`src/hw/rtl/plagc_pkg.sv`:
```
package plagc_pkg;

  // Sample and arithmetic widths
  localparam int SAMPLE_BITS = 16;
  localparam int GAIN_W      = 17;
  localparam int COEF_W      = 16;
  localparam int LEVEL_W     = 15;
  localparam int FRAC_W      = 16;

  localparam logic [GAIN_W-1:0] UNITY = GAIN_W'(1) << FRAC_W;

  // Restoring divider: (level << SAMPLE_BITS) / |x|, one quotient bit per cycle
  localparam int DIVD_W    = LEVEL_W + SAMPLE_BITS;
  localparam int DIV_STEPS = DIVD_W;
  localparam int CNT_W     = $clog2(DIV_STEPS);

  // Shared multiplier
  localparam int MUL_A_W = (SAMPLE_BITS > GAIN_W) ? SAMPLE_BITS : GAIN_W;
  localparam int PROD_W  = MUL_A_W + GAIN_W;
  localparam int ACC_W   = PROD_W + 1;
  localparam logic [ACC_W-1:0] HALF = ACC_W'(1) << (FRAC_W - 1);

  // Register port
  localparam int ADDR_W = 4;
  localparam int DATA_W = 32;

  typedef enum logic [1:0] {
    REG_BYPASS  = 2'd0,
    REG_LEVEL   = 2'd1,
    REG_ATTACK  = 2'd2,
    REG_RELEASE = 2'd3
  } reg_idx_e;

  localparam logic [LEVEL_W-1:0] LEVEL_RST   = LEVEL_W'(2320);
  localparam logic [COEF_W-1:0]  ATTACK_RST  = COEF_W'(65400);
  localparam logic [COEF_W-1:0]  RELEASE_RST = COEF_W'(65522);

  typedef struct packed {
    logic               bypass;
    logic [LEVEL_W-1:0] target_level;
    logic [COEF_W-1:0]  attack_coef;
    logic [COEF_W-1:0]  release_coef;
  } cfg_t;

  typedef enum logic [2:0] {
    ST_IDLE,
    ST_DIV,
    ST_MUL_OLD,
    ST_MUL_NEW,
    ST_ROUND,
    ST_MUL_OUT,
    ST_EMIT
  } state_e;

  typedef struct packed {
    logic load;
    logic div_step;
    logic mul_old;
    logic mul_new;
    logic round;
    logic mul_out;
    logic emit;
  } cmd_t;

endpackage

```
`src/hw/rtl/plagc_if.sv`:
```
interface plagc_in_if;
  logic                                  valid;
  logic                                  ready;
  logic signed [plagc_pkg::SAMPLE_BITS-1:0] sample;
  logic                                  block_start;

  modport source (output valid, sample, block_start, input ready);
  modport sink (input valid, sample, block_start, output ready);
endinterface

interface plagc_out_if;
  logic                                  valid;
  logic                                  ready;
  logic signed [plagc_pkg::SAMPLE_BITS-1:0] out_sample;
  logic [plagc_pkg::GAIN_W-1:0]          gain;

  modport source (output valid, out_sample, gain, input ready);
  modport sink (input valid, out_sample, gain, output ready);
endinterface

```
`src/hw/rtl/peak_limiter_attack_release_agc_top.sv`:
```
// Channel  Dir  Payload                            Handshake
// req_i    in   sample (s16), block_start (1)     valid/ready
// rsp_o    out  out_sample (s16), gain (u17 Q1.16) valid/ready
// APB      in   bypass, target_level, attack, release at 0x0/0x4/0x8/0xC
//
// An item is accepted, then runs 31 divider steps (one quotient bit each, from the
// restoring divider), then the old-gain, new-target, rounding and output steps (all but
// rounding on the shared multiplier), then the result load. Bypass items skip to the load.
// Reset is asynchronous, active low; it restores register defaults and unity gain.
// A stalled output holds the result register; a new request is still taken
// and waits in the last step until the register is free.
module peak_limiter_attack_release_agc_top (
  input  logic                          clk_i,
  input  logic                          rst_ni,
  plagc_in_if.sink                      req_i,
  plagc_out_if.source                   rsp_o,
  input  logic                          psel,
  input  logic                          penable,
  input  logic                          pwrite,
  input  logic [plagc_pkg::ADDR_W-1:0]  paddr,
  input  logic [plagc_pkg::DATA_W-1:0]  pwdata,
  output logic [plagc_pkg::DATA_W-1:0]  prdata,
  output logic                          pready
);

  plagc_pkg::cfg_t cfg;
  plagc_pkg::cmd_t cmd;

  plagc_regs u_regs (
    .clk_i   (clk_i),
    .rst_ni  (rst_ni),
    .psel    (psel),
    .penable (penable),
    .pwrite  (pwrite),
    .paddr   (paddr),
    .pwdata  (pwdata),
    .prdata  (prdata),
    .pready  (pready),
    .cfg_o   (cfg)
  );

  plagc_ctrl u_ctrl (
    .clk_i       (clk_i),
    .rst_ni      (rst_ni),
    .bypass_i    (cfg.bypass),
    .in_valid_i  (req_i.valid),
    .in_ready_o  (req_i.ready),
    .out_valid_o (rsp_o.valid),
    .out_ready_i (rsp_o.ready),
    .cmd_o       (cmd)
  );

  plagc_dp u_dp (
    .clk_i         (clk_i),
    .rst_ni        (rst_ni),
    .cfg_i         (cfg),
    .cmd_i         (cmd),
    .sample_i      (req_i.sample),
    .block_start_i (req_i.block_start),
    .out_sample_o  (rsp_o.out_sample),
    .gain_o        (rsp_o.gain)
  );

endmodule

```
`src/hw/rtl/plagc_regs.sv`:
```
module plagc_regs (
  input  logic                          clk_i,
  input  logic                          rst_ni,
  input  logic                          psel,
  input  logic                          penable,
  input  logic                          pwrite,
  input  logic [plagc_pkg::ADDR_W-1:0]  paddr,
  input  logic [plagc_pkg::DATA_W-1:0]  pwdata,
  output logic [plagc_pkg::DATA_W-1:0]  prdata,
  output logic                          pready,
  output plagc_pkg::cfg_t               cfg_o
);

  plagc_pkg::cfg_t     cfg_q, cfg_d;
  plagc_pkg::reg_idx_e idx;
  logic                wr_en;

  assign pready = 1'b1;
  assign wr_en  = psel && penable && pwrite;
  assign idx    = plagc_pkg::reg_idx_e'(paddr[plagc_pkg::ADDR_W-1:2]);

  always_comb begin
    cfg_d = cfg_q;
    if (wr_en) begin
      case (idx)
        plagc_pkg::REG_BYPASS:  cfg_d.bypass       = pwdata[0];
        plagc_pkg::REG_LEVEL:   cfg_d.target_level = pwdata[plagc_pkg::LEVEL_W-1:0];
        plagc_pkg::REG_ATTACK:  cfg_d.attack_coef  = pwdata[plagc_pkg::COEF_W-1:0];
        plagc_pkg::REG_RELEASE: cfg_d.release_coef = pwdata[plagc_pkg::COEF_W-1:0];
        default: ;
      endcase
    end
  end

  always_comb begin
    case (idx)
      plagc_pkg::REG_BYPASS:  prdata = plagc_pkg::DATA_W'(cfg_q.bypass);
      plagc_pkg::REG_LEVEL:   prdata = plagc_pkg::DATA_W'(cfg_q.target_level);
      plagc_pkg::REG_ATTACK:  prdata = plagc_pkg::DATA_W'(cfg_q.attack_coef);
      plagc_pkg::REG_RELEASE: prdata = plagc_pkg::DATA_W'(cfg_q.release_coef);
      default:                prdata = '0;
    endcase
  end

  always_ff @(posedge clk_i or negedge rst_ni) begin
    if (!rst_ni) begin
      cfg_q.bypass       <= 1'b0;
      cfg_q.target_level <= plagc_pkg::LEVEL_RST;
      cfg_q.attack_coef  <= plagc_pkg::ATTACK_RST;
      cfg_q.release_coef <= plagc_pkg::RELEASE_RST;
    end else begin
      cfg_q <= cfg_d;
    end
  end

  assign cfg_o = cfg_q;

endmodule

```
`src/hw/rtl/plagc_ctrl.sv`:
```
module plagc_ctrl (
  input  logic              clk_i,
  input  logic              rst_ni,
  input  logic              bypass_i,
  input  logic              in_valid_i,
  output logic              in_ready_o,
  output logic              out_valid_o,
  input  logic              out_ready_i,
  output plagc_pkg::cmd_t   cmd_o
);

  plagc_pkg::state_e           state_q, state_d;
  logic [plagc_pkg::CNT_W-1:0] cnt_q, cnt_d;
  logic                        out_valid_q, out_valid_d;

  always_comb begin
    state_d     = state_q;
    cnt_d       = cnt_q;
    cmd_o       = '0;
    in_ready_o  = 1'b0;
    // drop the result once the sink takes it
    out_valid_d = out_valid_q && !out_ready_i;
    case (state_q)
      plagc_pkg::ST_IDLE: begin
        in_ready_o = 1'b1;
        if (in_valid_i) begin
          cmd_o.load = 1'b1;
          cnt_d      = '0;
          state_d    = bypass_i ? plagc_pkg::ST_EMIT : plagc_pkg::ST_DIV;
        end
      end
      plagc_pkg::ST_DIV: begin
        cmd_o.div_step = 1'b1;
        cnt_d          = cnt_q + 1'b1;
        if (cnt_q == plagc_pkg::CNT_W'(plagc_pkg::DIV_STEPS - 1)) begin
          state_d = plagc_pkg::ST_MUL_OLD;
        end
      end
      plagc_pkg::ST_MUL_OLD: begin
        cmd_o.mul_old = 1'b1;
        state_d       = plagc_pkg::ST_MUL_NEW;
      end
      plagc_pkg::ST_MUL_NEW: begin
        cmd_o.mul_new = 1'b1;
        state_d       = plagc_pkg::ST_ROUND;
      end
      plagc_pkg::ST_ROUND: begin
        cmd_o.round = 1'b1;
        state_d     = plagc_pkg::ST_MUL_OUT;
      end
      plagc_pkg::ST_MUL_OUT: begin
        cmd_o.mul_out = 1'b1;
        state_d       = plagc_pkg::ST_EMIT;
      end
      plagc_pkg::ST_EMIT: begin
        // hold until the output register is free
        if (!out_valid_q || out_ready_i) begin
          cmd_o.emit  = 1'b1;
          out_valid_d = 1'b1;
          state_d     = plagc_pkg::ST_IDLE;
        end
      end
      default: state_d = plagc_pkg::ST_IDLE;
    endcase
  end

  always_ff @(posedge clk_i or negedge rst_ni) begin
    if (!rst_ni) begin
      state_q     <= plagc_pkg::ST_IDLE;
      cnt_q       <= '0;
      out_valid_q <= 1'b0;
    end else begin
      state_q     <= state_d;
      cnt_q       <= cnt_d;
      out_valid_q <= out_valid_d;
    end
  end

  assign out_valid_o = out_valid_q;

  a_emit_free: assert property (@(posedge clk_i) disable iff (!rst_ni)
    cmd_o.emit |-> (!out_valid_q || out_ready_i))
    else $error("result overwritten before it was taken");

  a_cnt_range: assert property (@(posedge clk_i) disable iff (!rst_ni)
    (state_q == plagc_pkg::ST_DIV) |->
      (cnt_q <= plagc_pkg::CNT_W'(plagc_pkg::DIV_STEPS - 1)))
    else $error("divider step count out of range");

  a_accept_busy: assert property (@(posedge clk_i) disable iff (!rst_ni)
    (in_valid_i && in_ready_o) |=> (state_q != plagc_pkg::ST_IDLE))
    else $error("accepted request did not start processing");

endmodule

```
`src/hw/rtl/plagc_dp.sv`:
```
module plagc_dp (
  input  logic                                     clk_i,
  input  logic                                     rst_ni,
  input  plagc_pkg::cfg_t                          cfg_i,
  input  plagc_pkg::cmd_t                          cmd_i,
  input  logic signed [plagc_pkg::SAMPLE_BITS-1:0] sample_i,
  input  logic                                     block_start_i,
  output logic signed [plagc_pkg::SAMPLE_BITS-1:0] out_sample_o,
  output logic [plagc_pkg::GAIN_W-1:0]             gain_o
);

  localparam int SB   = plagc_pkg::SAMPLE_BITS;
  localparam int GW   = plagc_pkg::GAIN_W;
  localparam int FW   = plagc_pkg::FRAC_W;
  localparam int DW   = plagc_pkg::DIVD_W;
  localparam int AW   = plagc_pkg::ACC_W;
  localparam int HI_W = AW - FW;

  logic [SB-1:0]  raw_q, mag_q, mag_in;
  logic           neg_q;
  logic [GW-1:0]  gain_q;
  logic [DW-1:0]  dq_q;
  logic [SB-1:0]  rem_q;
  logic [SB:0]    rem_sh, rem_sub;
  logic           rem_ge;
  logic [GW-1:0]  tgt, tgt_q;
  logic [plagc_pkg::COEF_W-1:0] coef_sel, coef_q;
  logic [plagc_pkg::MUL_A_W-1:0] mul_a;
  logic [GW-1:0]  mul_b;
  logic [plagc_pkg::PROD_W-1:0] prod;
  logic [AW-1:0]  acc_q, acc_rnd;
  logic [HI_W-1:0] acc_hi;
  logic [GW-1:0]  gain_new;
  logic [SB-1:0]  ymag, yval;
  logic signed [SB-1:0] out_sample_q;
  logic [GW-1:0]  out_gain_q;

  assign mag_in = sample_i[SB-1] ? (~sample_i + 1'b1) : sample_i;

  // one quotient bit per step
  assign rem_sh  = {rem_q, dq_q[DW-1]};
  assign rem_ge  = rem_sh >= {1'b0, mag_q};
  assign rem_sub = rem_sh - {1'b0, mag_q};

  // |x| = 0 leaves an all-ones quotient, which saturates to unity
  assign tgt = (dq_q > DW'(plagc_pkg::UNITY)) ? plagc_pkg::UNITY : dq_q[GW-1:0];

  assign coef_sel = (tgt < gain_q) ? cfg_i.attack_coef : cfg_i.release_coef;

  always_comb begin
    mul_a = plagc_pkg::MUL_A_W'(mag_q);
    mul_b = gain_q;
    if (cmd_i.mul_old) begin
      mul_a = plagc_pkg::MUL_A_W'(coef_sel);
    end else if (cmd_i.mul_new) begin
      mul_a = plagc_pkg::MUL_A_W'(plagc_pkg::UNITY - GW'(coef_q));
      mul_b = tgt_q;
    end
  end

  assign prod = mul_a * mul_b;

  assign acc_rnd  = acc_q + plagc_pkg::HALF;
  assign acc_hi   = acc_rnd[AW-1:FW];
  assign gain_new = (acc_hi > HI_W'(plagc_pkg::UNITY)) ? plagc_pkg::UNITY : acc_hi[GW-1:0];
  assign ymag     = acc_hi[SB-1:0];
  assign yval     = neg_q ? (~ymag + 1'b1) : ymag;

  always_ff @(posedge clk_i or negedge rst_ni) begin
    if (!rst_ni) begin
      gain_q <= plagc_pkg::UNITY;
    end else if (cmd_i.load && block_start_i && !cfg_i.bypass) begin
      gain_q <= plagc_pkg::UNITY;
    end else if (cmd_i.round) begin
      gain_q <= gain_new;
    end
  end

  always_ff @(posedge clk_i) begin
    if (cmd_i.load) begin
      raw_q <= sample_i;
      neg_q <= sample_i[SB-1];
      mag_q <= mag_in;
      dq_q  <= {cfg_i.target_level, {SB{1'b0}}};
      rem_q <= '0;
    end
    if (cmd_i.div_step) begin
      rem_q <= rem_ge ? rem_sub[SB-1:0] : rem_sh[SB-1:0];
      dq_q  <= {dq_q[DW-2:0], rem_ge};
    end
    if (cmd_i.mul_old) begin
      tgt_q  <= tgt;
      coef_q <= coef_sel;
      acc_q  <= AW'(prod);
    end
    if (cmd_i.mul_new) begin
      acc_q <= acc_q + AW'(prod);
    end
    if (cmd_i.mul_out) begin
      acc_q <= AW'(prod);
    end
    if (cmd_i.emit) begin
      out_sample_q <= cfg_i.bypass ? raw_q : yval;
      out_gain_q   <= cfg_i.bypass ? plagc_pkg::UNITY : gain_q;
    end
  end

  assign out_sample_o = out_sample_q;
  assign gain_o       = out_gain_q;

  a_gain_max: assert property (@(posedge clk_i) disable iff (!rst_ni)
    gain_q <= plagc_pkg::UNITY)
    else $error("running gain above unity");

endmodule
```
`src/flat_wrapper.sv`:
```
// flat-port wrapper written by rule: the top's interface ports become plain ports
module peak_limiter_attack_release_agc_top_flat 
  (clk_i, rst_ni, psel, penable, pwrite, paddr, pwdata, prdata, pready, req_i_valid, req_i_sample, req_i_block_start, req_i_ready, rsp_o_valid, rsp_o_out_sample, rsp_o_gain, rsp_o_ready);
  plagc_in_if req_i_i ();
  plagc_out_if rsp_o_i ();
  input  logic clk_i;
  input  logic rst_ni;
  input  logic psel;
  input  logic penable;
  input  logic pwrite;
  input  logic [plagc_pkg::ADDR_W-1:0] paddr;
  input  logic [plagc_pkg::DATA_W-1:0] pwdata;
  output logic [plagc_pkg::DATA_W-1:0] prdata;
  output logic pready;
  input wire logic [$bits(req_i_i.valid)-1:0] req_i_valid;
  input wire logic [$bits(req_i_i.sample)-1:0] req_i_sample;
  input wire logic [$bits(req_i_i.block_start)-1:0] req_i_block_start;
  output wire logic [$bits(req_i_i.ready)-1:0] req_i_ready;
  output wire logic [$bits(rsp_o_i.valid)-1:0] rsp_o_valid;
  output wire logic [$bits(rsp_o_i.out_sample)-1:0] rsp_o_out_sample;
  output wire logic [$bits(rsp_o_i.gain)-1:0] rsp_o_gain;
  input wire logic [$bits(rsp_o_i.ready)-1:0] rsp_o_ready;
  assign req_i_i.valid = req_i_valid;
  assign req_i_i.sample = req_i_sample;
  assign req_i_i.block_start = req_i_block_start;
  assign req_i_ready = req_i_i.ready;
  assign rsp_o_valid = rsp_o_i.valid;
  assign rsp_o_out_sample = rsp_o_i.out_sample;
  assign rsp_o_gain = rsp_o_i.gain;
  assign rsp_o_i.ready = rsp_o_ready;
  peak_limiter_attack_release_agc_top u_core (.clk_i(clk_i), .rst_ni(rst_ni), .req_i(req_i_i), .rsp_o(rsp_o_i), .psel(psel), .penable(penable), .pwrite(pwrite), .paddr(paddr), .pwdata(pwdata), .prdata(prdata), .pready(pready));
endmodule
```
`config.mk`:
```
export PLATFORM = sky130hd
export DESIGN_NAME = peak_limiter_attack_release_agc_top_flat
export DESIGN_NICKNAME = d
export VERILOG_FILES = /design/src/hw/rtl/plagc_pkg.sv /design/src/hw/rtl/plagc_if.sv /design/src/hw/rtl/peak_limiter_attack_release_agc_top.sv /design/src/hw/rtl/plagc_regs.sv /design/src/hw/rtl/plagc_ctrl.sv /design/src/hw/rtl/plagc_dp.sv /design/src/flat_wrapper.sv
export SDC_FILE = /design/constraint.sdc
export NUM_CORES = 1
export LEC_CHECK = 0
export ABC_CLOCK_PERIOD_IN_PS = 13700
export BUFFER_PORTS_ARGS = -buffer_cell sky130_fd_sc_hd__buf_2
export CAP_MARGIN = 20
export CELL_PAD_IN_SITES_DETAIL_PLACEMENT = 1
export CELL_PAD_IN_SITES_GLOBAL_PLACEMENT = 2
export CORE_MARGIN = 5
export CORE_UTILIZATION = 41
export DETAILED_ROUTE_END_ITERATION = 8
export PLACE_DENSITY = 0.88
export SLEW_MARGIN = 20
export SYNTH_ARGS = -nofsm -noshare
export SYNTH_HDL_FRONTEND = slang
export SYNTH_SLANG_ARGS = --single-unit
```
`constraint.sdc`:
```
create_clock -name clk_i -period 13.7 [get_ports clk_i]
set_clock_uncertainty 0.1 [all_clocks]
set_input_delay 1.37 -clock clk_i [delete_from_list [all_inputs] [get_ports clk_i]]
set_output_delay 1.37 -clock clk_i [all_outputs]
set_load 0.1 [all_outputs]
```
==> results of run 1 <==
## logic make-up (layout without fill, tap and decap cells)
| family | Yosys count | count (layout) | synth area share, % |
|---|---|---|---|
| AO/OA/AOI/OAI | 420 | 420 | 11.0 |
| XOR/XNOR | 125 | 125 | 4.37 |
| adder cells (fa/ha/maj) | 407 | 407 | 27.1 |
| buffers and inverters | 476 | 535 | 7.54 |
| flip-flops | 253 | 253 | 28.9 |
| multiplexers | 115 | 115 | 5.12 |
| other | 2 | 17 | 0.0300 |
| AND/OR/NAND/NOR | 870 | 870 | 15.9 |
## state kept, by name (all words and copies together) (netlist names), 5 cells and up
name and cells:
u_core.u_dp.rem_q 16, u_core.u_dp.gain_o 17, u_core.u_dp.acc_q 35, u_core.u_dp.out_sample_o 16, u_core.u_dp.mag_q 15, u_core.u_dp.coef_q 16
u_core.u_dp.dq_q 31, u_core.u_dp.gain_q 17, u_core.u_dp.tgt_q 17, u_core.u_regs.cfg_o 48, u_core.u_dp.raw_q 16, u_core.u_ctrl.cnt_q 5
## layer usage
layer	up-vias	wire length (um)
met1	10008	32400
met3	143	4060
li1	9016	-
met4	2	2760
met2	500	37800
met5	-	7
## worst reg2reg max path: cells and delay by family (launching register included)
| kind | cells | cell delay [ps] |
|---|---|---|
| buffers and inverters | 4 | 570 |
| adder cells (fa/ha/maj) | 9 | 4070 |
| AND/OR/NAND/NOR | 7 | 1600 |
| XOR/XNOR | 1 | 220 |
| AO/OA/AOI/OAI | 16 | 5360 |
| multiplexers | 2 | 460 |
| flip-flops | 1 | 420 |
## through the flow
step / setup slack, ps / std cells / util, % / hold slack (ps)
after floorplan: 2680 / 2683 / - / 346
after global placement: 1150 / 3466 / 43.5 / 359
after detailed placement: 930 / 3466 / 43.5 / 370
after CTS: 867 / 3524 / 45.2 / 383
after global routing: 151 / 3524 / 45.2 / 421
final: 625 / 3524 / 45.2 / 380
## area by class of cell
type                       count  area [um2]  area share, %
sequential                   253        7250           26.6
inverter                     351        1320           4.82
multi-input combinational   1954       16000           58.7
timing repair buffer         126         718           2.63
tap                          782         978           3.58
clock buffer                  47         886           3.24
clock inverter                11         126          0.463
## cells in the final DEF, fill, tap and decap left out, types with 45 or more instances in the layout
cell type,count
a21oi_1,109
buf_2,91
edfxtp_1,178
fa_1,226
ha_1,181
inv_1,349
mux2_2,75
nand2_1,344
nand3_1,45
nor2_1,229
o21ai_0,106
xnor2_1,75
xor2_1,50
## worst min path at each step
stage	from	endpoint	slack, ps	cells after the start
finish	u_core.u_dp.gain_q[14]	u_core.u_dp.gain_q[14]	380	2
global route	u_core.u_dp.gain_q[8]	u_core.u_dp.gain_q[8]	420	1
CTS	u_core.u_dp.gain_q[4]	u_core.u_dp.gain_q[4]	380	2
detailed placement	u_core.u_dp.gain_q[4]	u_core.u_dp.gain_q[4]	370	2
global placement	u_core.u_dp.gain_q[5]	u_core.u_dp.gain_q[5]	360	2
floorplan	u_core.u_dp.gain_q[5]	u_core.u_dp.gain_q[5]	350	2
==> impl_metrics.tcl, run 1 <==
set metrics [dict create \
    status "complete, no violations" \
    drt-pass1-iter-count 5 \
    die_area_mm2 0.0662 \
    cp_num_buf_inv 4 \
    wire_per_inst_um 21.9 \
    io_pins 128 \
    cts_tree "built" \
    critPathLaunch "u_core.u_dp.dq_q[9]" \
    worst_ep_arrival_time_ps 13300 \
    critPathCaptureType "flop" \
    grt_pass1_wl_mm 120 \
    grt.busiest_layer "met2" \
    fill_cells 6838 \
    synth_common_cells "350 x inv_1, 345 x nand2_1, 231 x nor2_1, 226 x fa_1, 181 x ha_1" \
    r2r_start "u_core.u_dp.dq_q[9]" \
    synthesis.area_mm2 0.0251 \
    ys_warn_count 0 \
    avgSynthCellArea_um2 9.40 \
    initial_utilization_pct 41.5 \
    routed_via_density 5.58 \
    antenna_found_initial 1 \
    endpoint "u_core.u_dp.acc_q[33]" \
    gr-usage-met3_pct 3.46 \
    grt_use_met2_pct 39.6 \
    drv_slew 0 \
    synth_top_area_share_pct 21.3 \
    relSlewSlack_pct 26.1 \
    period_share_pct 95.4 \
    grt_max_degree 75 \
    htree_levels 1 \
    die_width_um 257 \
    core_mm2 0.0605 \
    final.setup.tns_ps 0 \
    cp_max_fo 29 \
    crit_required_ps 13920 \
    seq_area_frac_synth_pct 28.9 \
    start_kind "flop" \
    antenna_left 0 \
    ys_seq_elements 253 \
    post-dp-hpwl_mm 60.7 \
    slowest_stage "a31oi_1" \
    ys.flop_type "edfxtp_1" \
    layout_min_cycle_time_ps 13080 \
    netlist-cell-type-count 86 \
    fin_area_mm2 0.0273 \
    cap_violations 0 \
    clock_latency_ps 600 \
    cts_made_buffers 31 \
    ctsHoldBuffers 0 \
    grt_usage_pct 22.7 \
    cp_top_family "compound AO/OA/AOI/OAI gates" \
    rows 90 \
    synth_edf_count 178 \
    drc_errors 0 \
    area_growth_syn_to_layout_pct 8.93 \
    cts_setup_buffers 0 \
    final_hold_viol_count 0 \
    rsz0062_at_grt "no" \
    fp.dieH_um 257 \
    drt_iter0_drc 1024 \
    cts_sinks 253 \
    setup_viol 0 \
    insertedDiodeCount 0 \
    clock-root-buffer "clkbuf_16" \
    rr_endpoint "u_core.u_dp.acc_q[33]" \
    grt_pass1_vias 21236 \
    r2r_slack_ps 620 \
    fin_nets 3184 \
    hold_class "reg -> reg" \
    slowest_delay_ps 920 \
    drt-total-wl_mm 77.0 \
    gp_congestion 0.884 \
    gr-usage-met1_pct 29.1 \
    cts.repair.resized 0 \
    worst-path-stages 39 \
    fmax_mhz 76.5 \
    io_buffer_count 92 \
    crit_path_frequent_cell "fa_1" \
    synth_cells 2668 \
    clkTransAtPathRegs_ps 60 \
    synthArstFlopShare_pct 29.2 \
    tightest_slew_ps 1100 \
    yosys.cell_count.top_type "inv_1" \
    drive_gt1_share_pct 12.1 \
    cts_buffer_depth 3 \
    yosys.area.top_type "edfxtp_1" \
    path_class "reg -> reg" \
    reg2reg_depth 39 \
    vias 19669 \
    grt-ovfl-total 0 \
    placed_area_mm2 0.0263 \
    synth.area.top_cells "edfxtp_1 21%, fa_1 18%, ha_1 9.0%, inv_1 5.2%, nand2_1 5.2%" \
]
Power of run 1 is left out: the tool's default activity adds up to more than one toggle a clock period on the data nets, which glitch-free logic cannot reach.
==> run 2, diff against run 1 <==
- ABC_AREA: not set -> 1
- CORE_UTILIZATION: 41 -> 39
==> impl_metrics.tcl, run 2 <==
set metrics [dict create \
    status "complete, no violations" \
    htree_levels 1 \
    yosys.cell_count.top_type "nand2_1" \
    critPathCaptureType "flop" \
    netlist-cell-type-count 55 \
    clock_latency_ps 620 \
    post-dp-hpwl_mm 67.2 \
    synth_top_area_share_pct 21.0 \
    rows 93 \
    critPathLaunch "u_core.u_dp.dq_q[30]" \
    synth_cells 3184 \
    fmax_mhz 85.6 \
    io_pins 128 \
    initial_utilization_pct 39.5 \
    vias 21793 \
    dr_wl_met2_mm 41.4 \
    insertedDiodeCount 0 \
    slowest_stage "nor2_2" \
    cap_violations 0 \
    relSlewSlack_pct 20.1 \
    r2r_start "u_core.u_dp.dq_q[30]" \
    clock-root-buffer "clkbuf_16" \
    core_mm2 0.0646 \
    synthArstFlopShare_pct 29.2 \
    tightest_slew_ps 1200 \
    grt_usage_pct 23.6 \
    clkTransAtPathRegs_ps 70 \
    die_width_um 266 \
    synth_edf_count 178 \
    drt-pass1-iter-count 5 \
    yosys.area.top_type "edfxtp_1" \
    routed_via_density 5.27 \
    synth_top_family_by_area "adder cells" \
    final_hold_viol_count 0 \
    path_class "reg -> reg" \
    ctsHoldBuffers 0 \
    drive_gt1_share_pct 8.69 \
    drt_iter0_drc 1169 \
    grt_pass1_vias 24053 \
    layout_min_cycle_time_ps 11680 \
    layout_commonest_cell "nand2_1" \
    ys_seq_elements 253 \
    worst_ep_arrival_time_ps 11930 \
    drt-total-wl_mm 84.1 \
    grt-ovfl-total 0 \
    mostFrequentLayoutCells "719 x nand2_1, 565 x inv_1, 364 x nor2_1" \
    largest_reg_flops 48 \
    final.setup.tns_ps 0 \
    ys.flop_type "edfxtp_1" \
    seq_area_frac_synth_pct 28.4 \
    area_growth_syn_to_layout_pct 8.99 \
    worstHoldStart "u_core.u_dp.gain_q[2]" \
    synth_fa_ha_area_share_pct 26.6 \
    cts_made_buffers 31 \
    ys_warn_count 0 \
    cts_tree "built" \
    cts_setup_buffers 0 \
    die_area_mm2 0.0706 \
    slowest_delay_ps 700 \
    io_buffer_count 92 \
    rsz0062_at_grt "no" \
    antenna_left 0 \
    gp_congestion 0.900 \
    cts_sinks 253 \
    yosys.area_share.xor_xnor_pct 2.88 \
    hold_class "reg -> reg" \
    dr_wl_met3_mm 4.00 \
    pre_cts_slack_ps 2150 \
    wire_per_inst_um 20.3 \
    antenna_found_initial 0 \
    drt-met1-wl_mm 35.7 \
    synthesis.area_mm2 0.0255 \
    setup_viol 0 \
    start_kind "flop" \
    drv_slew 0 \
    layout_setup_ws_ps 2020 \
    avgSynthCellArea_um2 8.01 \
    cp_max_fo 17 \
    synth.mux.area_fraction_pct 0.525 \
    fin_nets 3722 \
    cts_buffer_depth 3 \
    synthSimpleGateAreaFrac_pct 21.9 \
    fp.dieH_um 266 \
    hold_slack_ps 385 \
    synth.area.top_cells "edfxtp_1 21%, fa_1 18%, nand2_1 11%, ha_1 8.9%, inv_1 8.3%" \
    synth_compound_area_share_pct 9.20 \
    crit_required_ps 13950 \
    period_share_pct 85.3 \
    grt_max_degree 75 \
    synth_common_cells "720 x nand2_1, 566 x inv_1, 367 x nor2_1, 226 x fa_1" \
    drc_errors 0 \
    cts.repair.resized 0 \
    highest_layer "met4" \
    grt_pass1_wl_mm 133 \
]
run 2: cell count changes in the layout (fill, tap and decap cells not counted), sizes merged, moves of 43 or more:
cell,previous run,this run
and3,43,0
nand3,46,126
inv,352,580
nand2,355,738
o21ai,110,200
xnor2,75,27
nor2,232,380
mux2,87,11
run 2: final timing paths:
kind / end / slack, ps / depth (start not counted)
setup / recovery: u_core.u_dp.acc_q[32] / 2020 / 43
hold / removal: u_core.u_dp.gain_q[2] / 390 / 2
setup reg to reg: u_core.u_dp.acc_q[32] / 2020 / 43
hold reg to reg: u_core.u_dp.gain_q[2] / 390 / 2
max in group asynchronous: u_core.u_regs.cfg_o[45] / 12270 / 1
min in group asynchronous: u_core.u_ctrl.cnt_q[3] / 720 / 1
run 2: through the flow:
stage               instance area [um2]  util [%]  std cells
finish                            27800      43.0       4135
global route                      27800      43.0       4135
CTS                               27800      43.0       4135
detailed placement                26800      41.5       4077
global placement                  26800      41.5       4077
floorplan                         25600         -       3199
run 2: cell type report:
cell class                      instances  area, um2
Multi-Input combinational cell       2278      15700
Fill cell                            7890      36800
Inverter                              579       2170
Timing Repair Buffer                  112        617
Clock inverter                         11       91.3
Clock buffer                           47        908
Sequential cell                       253       7250
Tap cell                              855       1070
run 2: critical path: cells and delay by family (launching register included):
kind / cells / cell delay (ps)
compound gates: 11 / 1870
xor+xnor: 2 / 360
fa+ha+maj: 9 / 4230
buf+inv: 6 / 750
flops: 1 / 490
simple gates: 15 / 3610
run 2: kinds of logic after synthesis:
family / after synthesis
flops: 253
xor+xnor: 84
fa+ha+maj: 407
other cells: 2
simple gates: 1342
buf+inv: 668
compound gates: 416
mux: 12
run 2: routing by layer:
layer	vias to the layer above	global-route usage (%)
met4	0	7.57
li1	10180	-
met5	-	0
met2	495	41.5
met1	10965	30.2
met3	153	3.03
Power of run 2 is left out for the same reason.
